===== src/rtl/rdec_pkg.sv =====
// Shared types, codes and the rotation phase table for the rotary encoder decoder.
// Has no dependencies; every rtl file imports it.
package rdec_pkg;

  // Configuration register indexes.
  localparam logic REG_THRESHOLD  = 1'b0;
  localparam logic REG_INIT_LEVEL = 1'b1;

  localparam int unsigned CFG_WIDTH = 8;
  localparam int unsigned CNT_WIDTH = 8;
  localparam int unsigned PH_WIDTH  = 4;

  localparam logic [CNT_WIDTH-1:0] THRESHOLD_RESET = 8'd4;
  localparam logic                 INIT_LEVEL_RESET = 1'b1;

  // Detent direction codes.
  localparam logic [1:0] DIR_NONE  = 2'd0;
  localparam logic [1:0] DIR_LEFT  = 2'd1;
  localparam logic [1:0] DIR_RIGHT = 2'd2;

  // Rotation phases: idle, three left steps, left fire, three right steps, right fire.
  localparam logic [PH_WIDTH-1:0] PH_IDLE       = 4'd0;
  localparam logic [PH_WIDTH-1:0] PH_LEFT_1     = 4'd1;
  localparam logic [PH_WIDTH-1:0] PH_LEFT_2     = 4'd2;
  localparam logic [PH_WIDTH-1:0] PH_LEFT_3     = 4'd3;
  localparam logic [PH_WIDTH-1:0] PH_LEFT_FIRE  = 4'd4;
  localparam logic [PH_WIDTH-1:0] PH_RIGHT_1    = 4'd5;
  localparam logic [PH_WIDTH-1:0] PH_RIGHT_2    = 4'd6;
  localparam logic [PH_WIDTH-1:0] PH_RIGHT_3    = 4'd7;
  localparam logic [PH_WIDTH-1:0] PH_RIGHT_FIRE = 4'd8;

  typedef struct packed {
    logic pin_a;
    logic pin_b;
  } in_item_t;

  typedef struct packed {
    logic [1:0] direction;
    logic       level_a;
    logic       level_b;
  } out_item_t;

  // Debounce state of one channel.
  typedef struct packed {
    logic                 level;
    logic [CNT_WIDTH-1:0] count;
  } chan_state_t;

  // Next phase for a phase and an event (A in bit 0, B in bit 1).
  function automatic logic [PH_WIDTH-1:0] next_phase(input logic [PH_WIDTH-1:0] phase,
                                                     input logic [1:0] evt);
    logic [PH_WIDTH-1:0] res;
    res = PH_IDLE;
    unique case (phase)
      PH_LEFT_1: begin
        unique case (evt)
          2'd0:    res = PH_LEFT_2;
          2'd1:    res = PH_LEFT_1;
          default: res = PH_IDLE;
        endcase
      end
      PH_LEFT_2: begin
        unique case (evt)
          2'd0:    res = PH_LEFT_2;
          2'd2:    res = PH_LEFT_3;
          default: res = PH_IDLE;
        endcase
      end
      PH_LEFT_3: begin
        unique case (evt)
          2'd2:    res = PH_LEFT_3;
          2'd3:    res = PH_LEFT_FIRE;
          default: res = PH_IDLE;
        endcase
      end
      PH_RIGHT_1: begin
        unique case (evt)
          2'd0:    res = PH_RIGHT_2;
          2'd2:    res = PH_RIGHT_1;
          default: res = PH_IDLE;
        endcase
      end
      PH_RIGHT_2: begin
        unique case (evt)
          2'd0:    res = PH_RIGHT_2;
          2'd1:    res = PH_RIGHT_3;
          default: res = PH_IDLE;
        endcase
      end
      PH_RIGHT_3: begin
        unique case (evt)
          2'd1:    res = PH_RIGHT_3;
          2'd3:    res = PH_RIGHT_FIRE;
          default: res = PH_IDLE;
        endcase
      end
      // Idle, both fire phases and unused codes share the idle row.
      default: begin
        unique case (evt)
          2'd1:    res = PH_LEFT_1;
          2'd2:    res = PH_RIGHT_1;
          default: res = PH_IDLE;
        endcase
      end
    endcase
    return res;
  endfunction

endpackage


===== src/rtl/rdec_filter.sv =====
// Debounce update for one encoder channel: next level and mismatch count.
// Depends on rdec_pkg.
module rdec_filter (
  input  rdec_pkg::chan_state_t                  cur,
  input  logic                                   raw,
  input  logic [rdec_pkg::CNT_WIDTH-1:0]         threshold,
  output rdec_pkg::chan_state_t                  nxt
);
  import rdec_pkg::*;

  // A differing raw level counts up until it has outlasted the threshold.
  always_comb begin
    nxt = cur;
    if (cur.level != raw) begin
      if (cur.count < threshold) begin
        nxt.count = cur.count + CNT_WIDTH'(1);
      end else begin
        nxt.count = '0;
        nxt.level = raw;
      end
    end else begin
      nxt.count = '0;
    end
  end

endmodule


===== src/rtl/rdec_phase.sv =====
// Rotation phase step: table lookup, detent detection and return to idle.
// Depends on rdec_pkg.
module rdec_phase (
  input  logic [rdec_pkg::PH_WIDTH-1:0] phase,
  input  logic                          level_a,
  input  logic                          level_b,
  output logic [rdec_pkg::PH_WIDTH-1:0] phase_nxt,
  output logic [1:0]                    direction
);
  import rdec_pkg::*;

  logic [PH_WIDTH-1:0] looked_up;

  assign looked_up = next_phase(phase, {level_b, level_a});

  // A fire phase reports its detent and falls straight back to idle.
  always_comb begin
    phase_nxt = looked_up;
    direction = DIR_NONE;
    if (looked_up == PH_LEFT_FIRE) begin
      direction = DIR_LEFT;
      phase_nxt = PH_IDLE;
    end else if (looked_up == PH_RIGHT_FIRE) begin
      direction = DIR_RIGHT;
      phase_nxt = PH_IDLE;
    end
  end

endmodule


===== src/rtl/debounced_rotary_encoder_decoder_unit.sv =====
// Debounced quadrature rotary encoder decoder, top level.
// A result passes through the input register and then the result register.
// Throughput: one item per cycle while out_stall is low; the state update is a single registered pass.
// The result register holds a valid result while out_stall is high; the input register takes one more item
// and then stalls the input until the result is taken.
// Synchronous active-low reset: threshold 4, initial level 1, levels 1, counters 0, phase idle, valid flags 0.
// Depends on rdec_pkg, rdec_filter and rdec_phase.
module debounced_rotary_encoder_decoder_unit (
  input  logic                            clk,
  input  logic                            rst_n,
  input  logic                            in_valid,
  output logic                            in_stall,
  input  rdec_pkg::in_item_t              in_data,
  output logic                            out_valid,
  input  logic                            out_stall,
  output rdec_pkg::out_item_t             out_data,
  input  logic                            cfg_we,
  input  logic                            cfg_index,
  input  logic [rdec_pkg::CFG_WIDTH-1:0]  cfg_wdata
);
  import rdec_pkg::*;

  logic [CNT_WIDTH-1:0] threshold_r;
  logic                 init_level_r;
  logic                 in_valid_r;
  in_item_t             in_data_r;
  logic                 out_valid_r;
  out_item_t            out_data_r;
  chan_state_t          chan_a_r, chan_b_r;
  chan_state_t          chan_a_nxt, chan_b_nxt;
  logic [PH_WIDTH-1:0]  phase_r, phase_nxt;
  logic [1:0]           dir_nxt;
  logic                 level_a_nxt, level_b_nxt;
  logic                 advance;
  logic                 step;

  // The result stage moves when it is empty or its result is being taken.
  assign advance  = !out_valid_r || !out_stall;
  assign step     = advance && in_valid_r;
  assign in_stall = in_valid_r && !advance;

  // Configuration registers.
  always_ff @(posedge clk) begin
    if (!rst_n) begin
      threshold_r  <= THRESHOLD_RESET;
      init_level_r <= INIT_LEVEL_RESET;
    end else if (cfg_we) begin
      case (cfg_index)
        REG_THRESHOLD:  threshold_r  <= cfg_wdata;
        REG_INIT_LEVEL: init_level_r <= cfg_wdata[0];
        default: ;
      endcase
    end
  end

  // Input register.
  always_ff @(posedge clk) begin
    if (!rst_n) begin
      in_valid_r <= 1'b0;
    end else if (!in_stall) begin
      in_valid_r <= in_valid;
    end
  end

  always_ff @(posedge clk) begin
    if (!in_stall && in_valid) begin
      in_data_r <= in_data;
    end
  end

  // Per-channel debounce.
  rdec_filter u_filter_a (
    .cur       (chan_a_r),
    .raw       (in_data_r.pin_a),
    .threshold (threshold_r),
    .nxt       (chan_a_nxt)
  );

  rdec_filter u_filter_b (
    .cur       (chan_b_r),
    .raw       (in_data_r.pin_b),
    .threshold (threshold_r),
    .nxt       (chan_b_nxt)
  );

  // Phase table driven by the freshly debounced levels.
  rdec_phase u_phase (
    .phase     (phase_r),
    .level_a   (chan_a_nxt.level),
    .level_b   (chan_b_nxt.level),
    .phase_nxt (phase_nxt),
    .direction (dir_nxt)
  );

  // An idle table forces both levels back to the initial level; counters are kept.
  assign level_a_nxt = (phase_nxt == PH_IDLE) ? init_level_r : chan_a_nxt.level;
  assign level_b_nxt = (phase_nxt == PH_IDLE) ? init_level_r : chan_b_nxt.level;

  // Decoder state.
  always_ff @(posedge clk) begin
    if (!rst_n) begin
      chan_a_r <= '{level: INIT_LEVEL_RESET, count: '0};
      chan_b_r <= '{level: INIT_LEVEL_RESET, count: '0};
      phase_r  <= PH_IDLE;
    end else if (step) begin
      chan_a_r <= '{level: level_a_nxt, count: chan_a_nxt.count};
      chan_b_r <= '{level: level_b_nxt, count: chan_b_nxt.count};
      phase_r  <= phase_nxt;
    end
  end

  // Result register.
  always_ff @(posedge clk) begin
    if (!rst_n) begin
      out_valid_r <= 1'b0;
    end else if (advance) begin
      out_valid_r <= in_valid_r;
    end
  end

  always_ff @(posedge clk) begin
    if (step) begin
      out_data_r <= '{direction: dir_nxt, level_a: level_a_nxt, level_b: level_b_nxt};
    end
  end

  assign out_valid = out_valid_r;
  assign out_data  = out_data_r;

endmodule


===== config.mk =====
export PLATFORM = sky130hd
export DESIGN_NAME = debounced_rotary_encoder_decoder_unit
export DESIGN_NICKNAME = d
export VERILOG_FILES = /design/src/rtl/rdec_pkg.sv /design/src/rtl/rdec_filter.sv /design/src/rtl/rdec_phase.sv /design/src/rtl/debounced_rotary_encoder_decoder_unit.sv
export SDC_FILE = /design/constraint.sdc
export NUM_CORES = 1
export LEC_CHECK = 0
export BUFFER_PORTS_ARGS = -buffer_cell sky130_fd_sc_hd__buf_2
export CAP_MARGIN = 20
export CORE_ASPECT_RATIO = 0.9
export CORE_MARGIN = 10
export CORE_UTILIZATION = 60
export CTS_BUF_LIST = sky130_fd_sc_hd__clkbuf_8
export DETAILED_ROUTE_END_ITERATION = 16
export HOLD_SLACK_MARGIN = 0.15
export PLACE_DENSITY = 0.84
export SLEW_MARGIN = 20
export SYNTH_ARGS = -nofsm -noshare
export SYNTH_HDL_FRONTEND = slang
export SYNTH_SLANG_ARGS = --single-unit

===== constraint.sdc =====
create_clock -name clk -period 10 [get_ports clk]
set_input_delay 1.5 -clock clk [delete_from_list [all_inputs] [get_ports clk]]
set_output_delay 1.5 -clock clk [all_outputs]
set_load 0.01 [all_outputs]

=== After elaboration in Yosys (flattened, before gate mapping) ===
Index checks and enable logic that the tools add are counted.

* Bits in registers: 39
* Bits in latches: 0
* RAM bits: 0
* ROM bits: 0
* Input bits: 16
* Output and inout bits: 6
* Word-level logic and storage cells: 65
* Memories: 0

* $add $sub $neg: 2
* Multipliers: 0
* Div/mod/pow operators: 0
* $lt $le $gt $ge: 2
* Eq/ne operators: 13
* Shifts and indexed selects: 0
* Muxes and demuxes: 21
* Bitwise operators: 1
* Reductions and logical operators: 12

{| class="wikitable"
|+ Operators by type and width
! kind !! number
|-
| 8-bit two-way mux || 4
|-
| 3-bit case mux with 2 select lines || 4
|-
| 4-bit case mux with 6 select lines || 1
|-
| 8-bit by 1-bit adder with 8-bit output (second input constant) || 2
|-
| 4-bit by 3-bit equality test with 1-bit output (second input constant) || 4
|-
| 8-bit < comparator || 2
|-
| 4-bit by 2-bit equality test with 1-bit output (second input constant) || 2
|-
| 4-bit two-way mux || 2
|-
| 2-bit case mux with 2 select lines || 2
|-
| 4-bit case mux with 2 select lines || 1
|-
| 1-bit two-way mux || 6
|-
| 2-bit equality test (second input constant) || 2
|-
| 4-bit by 1-bit equality test with 1-bit output (second input constant) || 1
|-
| 4-bit equality test (second input constant) || 1
|-
| 1-bit logical NOT || 4
|-
| 4-bit logical NOT || 1
|-
| 2-bit AND reduction || 2
|-
| 1-bit logical AND || 3
|-
| 2-bit by 1-bit equality test with 1-bit output (second input constant) || 1
|-
| 2-bit logical NOT || 1
|-
| 2-bit two-way mux || 1
|-
| 1-bit inequality test || 2
|-
| 1-bit logical OR || 1
|-
| 1-bit NOT || 1
|}

=== Logic depth before layout (Yosys ltp) ===
* Depth after elaboration: 11
* Depth in mapped cells: 15

=== Hierarchy ===
Synthesis repeated with hierarchy kept, for this count alone.

* Cell total of the unflattened synthesis: 287
* Area total of the unflattened synthesis: 2487.4 µm²

{| class="wikitable"
|+ Modules (own cells, without submodules)
! module !! instances !! cells an instance !! area an instance (µm²) !! seq. area each (µm²)
|-
| debounced_rotary_encoder_decoder_unit || 1 || 153 || 1462.7 || 840.8
|-
| rdec_filter || 2 || 50 || 375.4 || 0.0
|-
| rdec_phase || 1 || 34 || 274.0 || 0.0
|}

=== Worst setup path before layout ===
No wires, ideal clock.

* Kind: input to output
* Start point: input out_stall
* End point: output in_stall
* Data arrival time: 1.720 ns
* Required time: 8.500 ns
* Setup slack: 6.780 ns
* Cell stages on the path: 1
* Path buffers: 0
* Cell sequence: and3_1

* Cells in the longest elaborated chain, start to end: 4

{| class="wikitable"
|+ Ends and longest elaborated chain
! what !! RTL line !! RTL
|-
| start: declaration || debounced_rotary_encoder_decoder_unit.sv:15 || <nowiki>input logic out_stall,</nowiki>
|-
| 1-bit logical NOT || debounced_rotary_encoder_decoder_unit.sv:38 || <nowiki>assign advance = !out_valid_r || !out_stall;</nowiki>
|-
| 1-bit logical OR || debounced_rotary_encoder_decoder_unit.sv:38 ||
|-
| 1-bit logical NOT || debounced_rotary_encoder_decoder_unit.sv:40 || <nowiki>assign in_stall = in_valid_r && !advance;</nowiki>
|-
| 1-bit logical AND || debounced_rotary_encoder_decoder_unit.sv:40 ||
|-
| end: declaration || debounced_rotary_encoder_decoder_unit.sv:12 || <nowiki>output logic in_stall,</nowiki>
|}

Every way passes these cells.

=== Worst setup path after layout ===
* Start point: register chan_b_r[1] in the netlist's numbering
* End point: register out_data_r, in the netlist out_data[1] (data pin)

* Cells in the longest elaborated chain, start to end: 11

{| class="wikitable"
|+ Ends and longest elaborated chain
! what !! RTL line !! RTL
|-
| start: declaration || debounced_rotary_encoder_decoder_unit.sv:29 || <nowiki>chan_state_t chan_a_r, chan_b_r;</nowiki>
|-
| start signal: assignment || debounced_rotary_encoder_decoder_unit.sv:103 || <nowiki>chan_b_r <= '{level: INIT_LEVEL_RESET, count: '0};</nowiki>
|-
| start signal: assignment || debounced_rotary_encoder_decoder_unit.sv:107 || <nowiki>chan_b_r <= '{level: level_b_nxt, count: chan_b_nxt.count};</nowiki>
|-
| 8-bit < comparator * || rdec_filter.sv:15 || <nowiki>if (cur.count < threshold) begin</nowiki>
|-
| 1-bit two-way mux * || rdec_filter.sv:15 ||
|-
| 1-bit two-way mux * || rdec_filter.sv:14 || <nowiki>if (cur.level != raw) begin</nowiki>
|-
| 2-bit equality test (tied with other cells) || - ||
|-
| 3-bit case mux with 2 select lines (tied with other cells) || rdec_pkg.sv:99 || <nowiki>unique case (evt)</nowiki>
|-
| 4-bit case mux with 6 select lines * || rdec_pkg.sv:54 || <nowiki>unique case (phase)</nowiki>
|-
| 4-bit equality test || rdec_phase.sv:23 || <nowiki>end else if (looked_up == PH_RIGHT_FIRE) begin</nowiki>
|-
| 4-bit two-way mux || rdec_phase.sv:23 ||
|-
| 4-bit two-way mux * || rdec_phase.sv:20 || <nowiki>if (looked_up == PH_LEFT_FIRE) begin</nowiki>
|-
| 4-bit logical NOT * || debounced_rotary_encoder_decoder_unit.sv:96 || <nowiki>assign level_a_nxt = (phase_nxt == PH_IDLE) ? init_level_r : chan_a_nxt.level;</nowiki>
|-
| 1-bit two-way mux * || debounced_rotary_encoder_decoder_unit.sv:96 ||
|-
| named net level_a_nxt || debounced_rotary_encoder_decoder_unit.sv:33 || <nowiki>logic level_a_nxt, level_b_nxt;</nowiki>
|-
| end signal: assignment || debounced_rotary_encoder_decoder_unit.sv:123 || <nowiki>out_data_r <= '{direction: dir_nxt, level_a: level_a_nxt, level_b: level_b_nxt};</nowiki>
|-
| end: declaration || debounced_rotary_encoder_decoder_unit.sv:28 || <nowiki>out_item_t out_data_r;</nowiki>
|}

Mark *: on every way through the listed nets, which the timed path passes. The rest lies on a longest branch.
A chain may end at the register's enable or synchronous reset.

==> out/qor.txt <==
via/cell ratio -> 5.587
post-DP HPWL -> 3352 µm
CTS Hold Bufs -> 0
Max-cap violations -> 0
Pre-antenna DRT Iters -> 4
largest net degree at the start of global routing -> 25
vias in the first global route -> 1725
drt total wl -> 4512 µm
yosys warns -> 0
Vias -> 1760
Mapped Avg Cell Area -> 8.900 µm²
worst hold stages -> 2
Tcrit/Tclk final -> 36.73%
Yosys cell types -> 45
Die ar. -> 0.006508 mm²
Storage cell area -> 840.8 µm²
P&R area growth vs syn -> 11.11%
area of the multi-input gates -> 0.001284 mm²
reg2reg setup slack -> 6330 ps
area leader, netlist -> dfxtp_1
# rows -> 20
# diodes -> 0
Worst setup EP type -> register
Remaining DRCs -> 0
Post-Syn Nets -> 284
met3 wire len -> 248 µm
Area contributors post-synth -> dfxtp_1 (30%), ha_1 (11%), edfxtp_1 (8.2%)
Routed WL per cell -> 14.32 µm
CP max FO -> 7
final setup vio count -> 0
CTS Sinks -> 39
H-tree depth -> 2
starting DRC count in detailed routing -> 193
Routability Congestion -> 0.8771
fmax -> 0.2723 GHz
Fin Hold WS -> 465.9 ps
post-synthesis register bit count -> 39
IO Count -> 22
Clock Tree Buf Depth -> 2
root buffer cell -> clkbuf_8
port buffer count -> 21
core box area -> 0.003453 mm²
first-pass GRT wire length -> 7831 µm
Skew-Pair Late Insertion Delay -> 290 ps
top-count cell post-synth -> nand2_1
CTS tree -> done
metal2 WL -> 1983 µm
power per cell area -> 143.9 mW/mm²
Cell Area, Synth -> 0.002207 mm²
Seq/Total Area, Yosys -> 38.10%
Clock Skew -> 4.350 ps
Remaining Overflow, GRT -> 0
gr usage total -> 14.03%
share of layout cells above drive strength 1 -> 13.65%
Final Hold Viols -> 0
VDD IR-drop max -> 98.27 µV
CTS clk-pin slew, worst paths -> 80 ps
crit path time final -> 3673 ps
Post-layout nets -> 306
Starting Density -> 63.91%
DIE HEIGHT -> 77.54 µm
most common library cells after synthesis -> nand2_1 (39), dfxtp_1 (33), ha_1 (20), nor2_1 (20), inv_1 (16)
Hold Path Class -> reg2reg
post-route ant nets -> 0
ys flop type -> dfxtp_1
initial antenna violation count -> 0
RSZ-0062 raised after global routing -> false
Post-CTS Resized -> 0
Post-Syn Instances -> 248
TNS Setup -> 0 ps
Worst-Margin Slew -> 729.3 ps
critical path class -> reg2reg
crit start category -> register
Slew headroom -> 50.87%
ys async rst share -> 0%
Leak -> 1.035 nW
Final Max Tran Viols -> 0
Synth top area share -> 29.93%
fill count -> 268
post-CTS setup buffer count -> 0
highest routed layer -> met4
status -> finished, final reports clean
number of synthesized flops with an enable pin -> 6
cell count of the worst reg-to-reg path -> 12
CTS buffer count -> 5
Worst EP required -> 10040 ps
Die Wd -> 83.93 µm
WP data arrival -> 3710 ps
wl on met1 -> 2224 µm
==> per-layer routing <==
layer | vias up | GRT usage, %
met5 | - | 0
met4 | 0 | 4.849
met3 | 7 | 3.758
met2 | 42 | 21.82
met1 | 795 | 18.27
li1 | 916 | -
==> cells by family (layout without fill, tap and decap cells) <==
group           after synthesis  in the layout  synth area share (%)
fa+ha+maj                    20             20                 11.34
flops                        39             39                 38.09
xor+xnor                     14             14                 5.556
mux                           6              6                 3.118
buf+inv                      22             45                 3.742
compound gates               47             47                 16.67
simple gates                100            100                 21.49
==> critical path, stage by stage, from the launching register on <==
cell	delay, ps
dfxtp_1	450
ha_1	280
a2111o_1	390
and3b_1	240
o31ai_4	440
inv_1	120
ha_1	240
mux2i_1	130
a32oi_1	60
o22ai_1	210
o21ai_0	310
nor2_2	220
mux2_1	340
==> through the flow <==
stage	area [µm²]	instances	total power, mW	util [%]	setup slack (ps)
floorplan	2207	248	0.2134	-	6780
global placement	2345	307	0.2257	67.90	6480
detailed placement	2345	307	0.2274	67.90	6391
CTS	2452	315	0.3539	71.01	6377
global route	2452	315	0.3670	71.01	6060
finish	2452	315	0.3530	71.01	6327
==> sequential cells by signal (all words and copies together) (netlist names) <==
signal,flops
chan_a_r,9
chan_b_r,9
in_data_r,2
in_valid_r,1
init_level_r,1
out_data,4
out_valid,1
phase_r,4
threshold_r,8
==> layout make-up <==
cell class	count	area share, %
repair buffers	21	4.286
multi-input cells	187	52.35
inverters	16	2.449
flip-flops and latches	39	34.29
clock inverters	3	1.582
well taps	44	2.245
clock buffers	5	2.806
==> final timing paths <==
path | end | from
setup / recovery | out_data[1]$_DFFE_PP_ | chan_b_r[1]$_SDFFE_PN0P_
hold reg to reg | threshold_r[4]$_SDFFE_PN0P_ | threshold_r[4]$_SDFFE_PN0P_
hold / removal | threshold_r[4]$_SDFFE_PN0P_ | threshold_r[4]$_SDFFE_PN0P_
setup reg to reg | out_data[1]$_DFFE_PP_ | chan_b_r[1]$_SDFFE_PN0P_
==> placed cells by master, fill, tap and decap left out, drive strengths merged, types with 4 or more instances in the layout <==
| master | instances |
|---|---|
| nor2b | 4 |
| a21oi | 6 |
| o21ai | 13 |
| clkbuf | 5 |
| nand2 | 39 |
| a21boi | 10 |
| inv | 16 |
| ha | 20 |
| buf | 21 |
| and3 | 5 |
| edfxtp | 6 |
| nand3 | 9 |
| dfxtp | 33 |
| nand4 | 7 |
| xor2 | 11 |
| nand2b | 6 |
| mux2 | 4 |
| nor2 | 21 |
==> where the power goes <==
part | leakage (nW) | internal [mW] | switching [mW]
sequential | 0.325 | 0.166 | 0.00578
combinational | 0.654 | 0.0222 | 0.0311
clock | 0.0556 | 0.0730 | 0.0552
total | 1.04 | 0.261 | 0.0921
No activity file was read; power rests on OpenSTA's default activity.
